$ cat src/sv/assert_macros.svh
`ifndef ASSERT_MACROS_SVH
`define ASSERT_MACROS_SVH

// implication check, clocked on rising edge, off during reset
`define BBR_ASSERT_IMP(lbl, clk, rst_n, ante, cons, msg) \
  lbl: assert property (@(posedge clk) disable iff (!rst_n) (ante) |-> (cons)) \
    else $error(msg);

// next-cycle implication check
`define BBR_ASSERT_NXT(lbl, clk, rst_n, ante, cons, msg) \
  lbl: assert property (@(posedge clk) disable iff (!rst_n) (ante) |=> (cons)) \
    else $error(msg);

`endif

$ cat src/sv/bbr_pkg.sv
`timescale 1ns / 1ps
package bbr_pkg;

  localparam int DEF_MAX_BUCKETS = 1024;
  localparam int DEF_MAX_HOSTS   = 16;

  localparam int CNT_W  = 11;
  localparam int HCNT_W = 5;
  localparam int MASK_W = 16;
  localparam int ID_W   = 10;
  localparam int HOST_W = 4;
  localparam int ST_W   = 3;
  localparam int ERR_W  = 3;
  localparam int ENT_W  = HOST_W + 1;

  localparam logic [ST_W-1:0] ST_PEND      = 3'd0;
  localparam logic [ST_W-1:0] ST_CHANGED   = 3'd1;
  localparam logic [ST_W-1:0] ST_SAME      = 3'd2;
  localparam logic [ST_W-1:0] ST_MALFORMED = 3'd3;
  localparam logic [ST_W-1:0] ST_FAIL      = 3'd4;

  localparam logic [ERR_W-1:0] ERR_NONE = 3'd0;
  localparam logic [ERR_W-1:0] ERR_MALF = 3'd3;
  localparam logic [ERR_W-1:0] ERR_OVFL = 3'd4;

  localparam logic CFG_BUCKETS = 1'b0;
  localparam logic CFG_MASK    = 1'b1;

  localparam logic [CNT_W-1:0]  RST_BUCKETS = 11'd101;
  localparam logic [MASK_W-1:0] RST_MASK    = 16'd1;

  typedef enum logic [2:0] {
    S_CLR,
    S_IDLE,
    S_RD,
    S_FILL_RD,
    S_FILL_WR,
    S_DIV
  } fsm_e;

endpackage

$ cat src/sv/bbr_div.sv
`timescale 1ns / 1ps
module bbr_div (
  input  logic                       clk_i,
  input  logic                       rst_ni,
  input  logic                       start_i,
  input  logic [bbr_pkg::CNT_W-1:0]  dividend_i,
  input  logic [bbr_pkg::HCNT_W-1:0] divisor_i,
  output logic                       busy_o,
  output logic [bbr_pkg::CNT_W-1:0]  quo_o,
  output logic [bbr_pkg::HCNT_W-1:0] rem_o
);

  localparam int CW = $clog2(bbr_pkg::CNT_W + 1);

  logic                       run_q, run_d;
  logic [CW-1:0]              cnt_q, cnt_d;
  logic [bbr_pkg::CNT_W-1:0]  quo_q, quo_d;
  logic [bbr_pkg::HCNT_W-1:0] rem_q, rem_d;
  logic [bbr_pkg::HCNT_W-1:0] trial;
  logic                       ge;

  always_comb begin
    trial = {rem_q[bbr_pkg::HCNT_W-2:0], quo_q[bbr_pkg::CNT_W-1]};
    ge    = trial >= divisor_i;
    run_d = run_q;
    cnt_d = cnt_q;
    quo_d = quo_q;
    rem_d = rem_q;
    if (start_i) begin
      run_d = 1'b1;
      cnt_d = CW'(bbr_pkg::CNT_W);
      quo_d = dividend_i;
      rem_d = '0;
    end else if (run_q) begin
      quo_d = {quo_q[bbr_pkg::CNT_W-2:0], ge};
      rem_d = ge ? trial - divisor_i : trial;
      cnt_d = cnt_q - CW'(1);
      if (cnt_q == CW'(1)) begin
        run_d = 1'b0;
      end
    end
  end

  always_ff @(posedge clk_i or negedge rst_ni) begin
    if (!rst_ni) begin
      run_q <= 1'b0;
      cnt_q <= '0;
    end else begin
      run_q <= run_d;
      cnt_q <= cnt_d;
    end
  end

  always_ff @(posedge clk_i) begin
    quo_q <= quo_d;
    rem_q <= rem_d;
  end

  assign busy_o = run_q;
  assign quo_o  = quo_q;
  assign rem_o  = rem_q;

endmodule

$ cat config.mk
export PLATFORM = sky130hd
export DESIGN_NAME = bbr_div
export DESIGN_NICKNAME = d
export VERILOG_FILES = /design/src/sv/assert_macros.svh /design/src/sv/bbr_pkg.sv /design/src/sv/bbr_div.sv
export SDC_FILE = /design/constraint.sdc
export NUM_CORES = 1
export LEC_CHECK = 0
export BUFFER_PORTS_ARGS = -buffer_cell sky130_fd_sc_hd__buf_2
export CAP_MARGIN = 20
export CORE_UTILIZATION = 53
export CTS_CLUSTER_DIAMETER = 60
export DETAILED_ROUTE_END_ITERATION = 12
export GPL_TIMING_DRIVEN = 0
export PLACE_DENSITY = 0.86
export SETUP_SLACK_MARGIN = 0.4
export SYNTH_ARGS = -nofsm -noshare
export SYNTH_HDL_FRONTEND = slang
export SYNTH_SLANG_ARGS = --single-unit
$ cat constraint.sdc
create_clock -name clk_i -period 4.6 [get_ports clk_i]
set_input_delay 0.23 -clock clk_i [delete_from_list [all_inputs] [get_ports clk_i]]
set_output_delay 0.23 -clock clk_i [all_outputs]
set_load 0.1 [all_outputs]
# After elaboration in Yosys (flattened, before gate mapping)
# Index checks and enable logic that the tools add are counted.
dict set report totals {
  word_cells 17
  register_bits 21
  output_inout_bits 17
  input_bits 19
}
dict set report classes {
  n_lt_le_gt_ge 1
  addsub 2
  n_eq_ne 1
  muxes 8
  reduce_logical 1
}
# op n
set ops {}
lappend ops {{11-bit two-way mux} 2}
lappend ops {{4-bit two-way mux} 2}
lappend ops {{5-bit >= comparator} 1}
lappend ops {{5-bit two-way mux} 1}
lappend ops {{5-bit subtractor} 1}
lappend ops {{4-bit by 1-bit equality test with 1-bit output (second input constant)} 1}
lappend ops {{4-bit by 1-bit subtractor with 4-bit output (second input constant)} 1}
lappend ops {{1-bit two-way mux} 3}
lappend ops {{2-bit nonzero test} 1}

# Logic depth before layout (Yosys ltp)
dict set report depth {
  depth_word 4
  ltp_mapped 8
  depth_no_buf 8
}

# Worst setup path after synthesis
# OpenSTA, ideal clock, no wires.
dict set report synth_timing {
  path_kind {flip-flop to flip-flop}
  from {register quo_q, in the netlist quo_o[10]}
  to {register rem_q, in the netlist rem_o[4]}
  period_less_slack_ns 2.599
  t_required_ns 4.514
  t_arrival_ns 2.513
  n_path_buf 0
  slack_ns 2.001
  path_stages_with_launch 9
  setup_ns 0.086
  cell_sequence {edfxtp_1 inv_1 ha_1 fa_1 or2b_1 a21oi_1 xor2_1 mux2i_1 a211oi_1}
}
dict set report synth_via {
  elab_chain_len 2
  word_cells_on_any_way 3
  classes_between {add/sub (1); order compare (1); mux (1)}
}
# element line_no
set synth_lines {}
lappend synth_lines {{from (decl)} bbr_div.sv:17} ;# logic [bbr_pkg::CNT_W-1:0] quo_q, quo_d;
lappend synth_lines {{from (signal assigned)} bbr_div.sv:55} ;# quo_q <= quo_d;
lappend synth_lines {{5-bit subtractor / 5-bit >= comparator (equally long branches)} {bbr_div.sv:36, bbr_div.sv:24}}
lappend synth_lines {{5-bit two-way mux (*)} bbr_div.sv:36} ;# rem_d = ge ? trial - divisor_i : trial;
lappend synth_lines {{to (signal assigned)} bbr_div.sv:56} ;# rem_q <= rem_d;
lappend synth_lines {{to (decl)} bbr_div.sv:18} ;# logic [bbr_pkg::HCNT_W-1:0] rem_q, rem_d;
# Mark *: on every way between the ends. The rest lies on a longest branch, timed or not.
# A chain may end at the register's enable or synchronous reset.

# Final worst setup path
# Same ends and word-level chain as after synthesis.

==> results by group <==
Status
  – Status: finished clean

Synthesis
  – Synth area leaders: edfxtp_1 29%, dfrtp_1 11%, mux2_2 11%
  – Mapped Area: approximately 0.0012 mm²
  – Leading area contributor after synthesis: edfxtp_1
  – Sequential-to-total area share from yosys stat: 48.21%
  – FFs w/ async S/R, synth: 23.81%
  – Cells after Synth: 99
  – Netlist cell types: 31
  – Main synth FF type: edfxtp_1
  – Syn Area/Cell: 11.64 µm²
  – Synth warn: 0
  – Synth top cells by count: 11 x edfxtp_1, 11 x mux2_2, 8 x inv_1, 8 x nor2_1, 7 x ha_1
  – Synth Register Bits: 21
  – Mapped Nets: ~130
  – Share of the synthesized area in the top cell type: 28.66%
  – Number of flops mapped to enable cells by yosys: 11

Job
  – Maxcap violations: 0

Critical path
  – Max incr delay on CP: 0.40 ns
  – Startpoint class of the critical path: flip-flop
  – CP required: 4.82 ns
  – Setup crit end kind: flip-flop
  – Buf+Inv Stages, Crit Path: 1
  – Worst R2R End: rem_o[4]
  – Max FO, Critical Path: 3
  – RR Startpoint: quo_o[10]
  – Critical-path top delay cell: fa_1
  – FF-to-FF setup slack: 2.61 ns
  – WS Path Type: flip-flop to flip-flop
  – Critical path, cell by cell: inv_1, ha_1, fa_1, or2b_1, a21oi_1, xor2_1, mux2i_1, a211oi_1
  – R2R cell count: 8
  – Worst EP arrival: roughly 2.2 ns
  – CP top delay family: adder cells

Floorplanning
  – I/O pin count: 36
  – Starting Density: 57.56%
  – Total die area: 0.002365 mm²
  – Die Height: slightly below 50 µm
  – Core area: approximately 0.0020 mm²
  – # rows: 16
  – Die X: 48.63 µm

Power and ir drop
  – Power Density: 459.9 mW/mm²
  – Total power: 0.0006427 W
  – Max VDD drop: 0.3422 mV
  – Leak: between 0.6 and 0.7 nW

Clock tree
  – Worst skew pair latency: 0.30 ns
  – Clock-pin slew on the worst setup and hold paths: 0.11 ns
  – CTS tree: built
  – Clock Path Buffers: 2
  – CTS Buf Count: 3
  – H-tree depth: 1
  – Root Driver: clkbuf_4
  – CTS sink cnt: 21

Global routing
  – Number of global-route vias before repair: 842
  – Global-route wire length before repair: 3732 µm
  – All-Layer GR Usage: 20.38%
  – GR Overflow Total: 0
  – Largest net degree at the start of global routing: 12
  – Initial antenna violation count: 0

Route
  – DR pass1 iterations: 4
  – 1st-iter DRT viols: 11
  – Vias/cell: 5.133
  – Drt drc: 0
  – ANT nets after route: 0
  – Via count: 852
  – Wire per inst: 12.64 µm
  – Final wirelength: 2099 µm

STA
  – Final Hold Viols: 0
  – Top achievable clock speed: between 0.5 and 0.6 GHz
  – Slew HR: about two thirds
  – Fin Setup TNS: 0 ns
  – Layout Skew: 0.006700 ns
  – Slew Viols, Final: 0
  – Final period utilization: 43.30%
  – Final Setup Violations: 0
  – Worst hold margin: 0.2221 ns
  – Tmin final: 1.992 ns
  – RSZ-0062 raised after global routing: no
  – Worst-Margin Slew: around 0.51 ns

Layout
  – NumNets Final: 167
  – Share of layout cells above drive strength 1: 38.13%
  – Layout Cells excl Fill: 166
  – Fillers: 162
  – Area grow syn2layout: 21.28%
  – FF/Latch Area: 555.5 µm²
  – # diodes: 0
  – Area of the multi-input gates: about 550 µm²

Place
  – Placed insts: 161
  – DP Wirelength: 1661 µm
  – Number of port buffers: 35
  – RePlAce Congestion: roughly 0.76

Worst hold path
  – Class of the worst hold path: input port to flip-flop
  – Min-delay src: dividend_i[5]
  – Hold Path Cell Cnt: 2
  – Hold Crit Endpoint: quo_o[5]
[stage by stage]
stage	utilization, %	cell area [µm²]	setup slack, ns
6_report	69.81	1398	2.608
5_1_grt	69.81	1398	2.485
4_1_cts	69.81	1398	2.599
3_5_place_dp	68.00	1361	2.621
3_3_place_gp	68.00	1361	2.656
2_1_floorplan	-	1152	2.001
[cell families after synthesis]
family                     count (synthesis)  share of synthesized area, %
buffers and inverters                     12                         3.909
DFF                                       21                         48.21
xor gates and xnor gates                   6                         4.561
and+or+nand+nor                           25                         11.40
muxes                                     15                         14.66
AOI/OAI and AO/OA                         12                         7.926
adders and majority gates                  8                         9.337
[flip-flops by register name, summed over array words and instances (netlist names)]
name	cells
quo_o	11
cnt_q	4
rem_o	5
busy_o	1
[routing by layer]
layer,GRT usage [%],part of all wire [%]
met1,25.25,45
met2,35.65,52
met3,2.201,2.5
met4,8.824,0.91
met5,0,0
[how the worst max path moves through the flow]
stage | slack [ns] | startpoint | depth (start not counted) | to
detailed placement | 2.62 | quo_o[10] | 8 | rem_o[4]
floorplan | 2.00 | quo_o[10] | 8 | rem_o[4]
global placement | 2.66 | quo_o[10] | 8 | rem_o[4]
finish | 2.61 | quo_o[10] | 8 | rem_o[4]
global route | 2.49 | quo_o[10] | 8 | rem_o[4]
CTS | 2.60 | quo_o[10] | 8 | rem_o[4]
[where the power goes]
group / total [W] / internal (W) / switching, W
logic: 0.000312 / 0.0000804 / 0.000232
clock network: 0.0000871 / 0.0000338 / 0.0000533
registers: 0.000243 / 0.000226 / 0.0000177
[placed cells by master, fill, tap and decap left out, drive strengths merged, types with 3 or more instances in the layout]
cell    Yosys  final
dfxtp       5      5
nand2b      3      3
a211oi      4      4
ha          7      7
buf         1     36
nor2        8      8
o21ai       3      3
xor2        3      3
dfrtp       5      5
inv         8      8
mux2i       3      3
mux2       12     12
xnor2       3      3
edfxtp     11     11
nand2       6      6
a21oi       3      3
clkbuf      3      7
[final cells by class]
cell class                 instances  share of cell area, %
sequential                        21                  39.75
multi-input combinational         66                  39.48
timing repair buffer              36                  13.25
tap                               27                  2.417
inverter                           8                  2.149
clock buffer                       4                  1.880
buffer                             4                  1.074
[what timing repair did]
| action | CTS | global route |
|---|---|---|
| buffers inserted | 0 | 0 |
| hold buffers | 1 | 0 |
| gates resized for setup | 0 | 0 |
| endpoints found under the hold margin | 5 | 0 |
(Power assumes the default switching activity.)
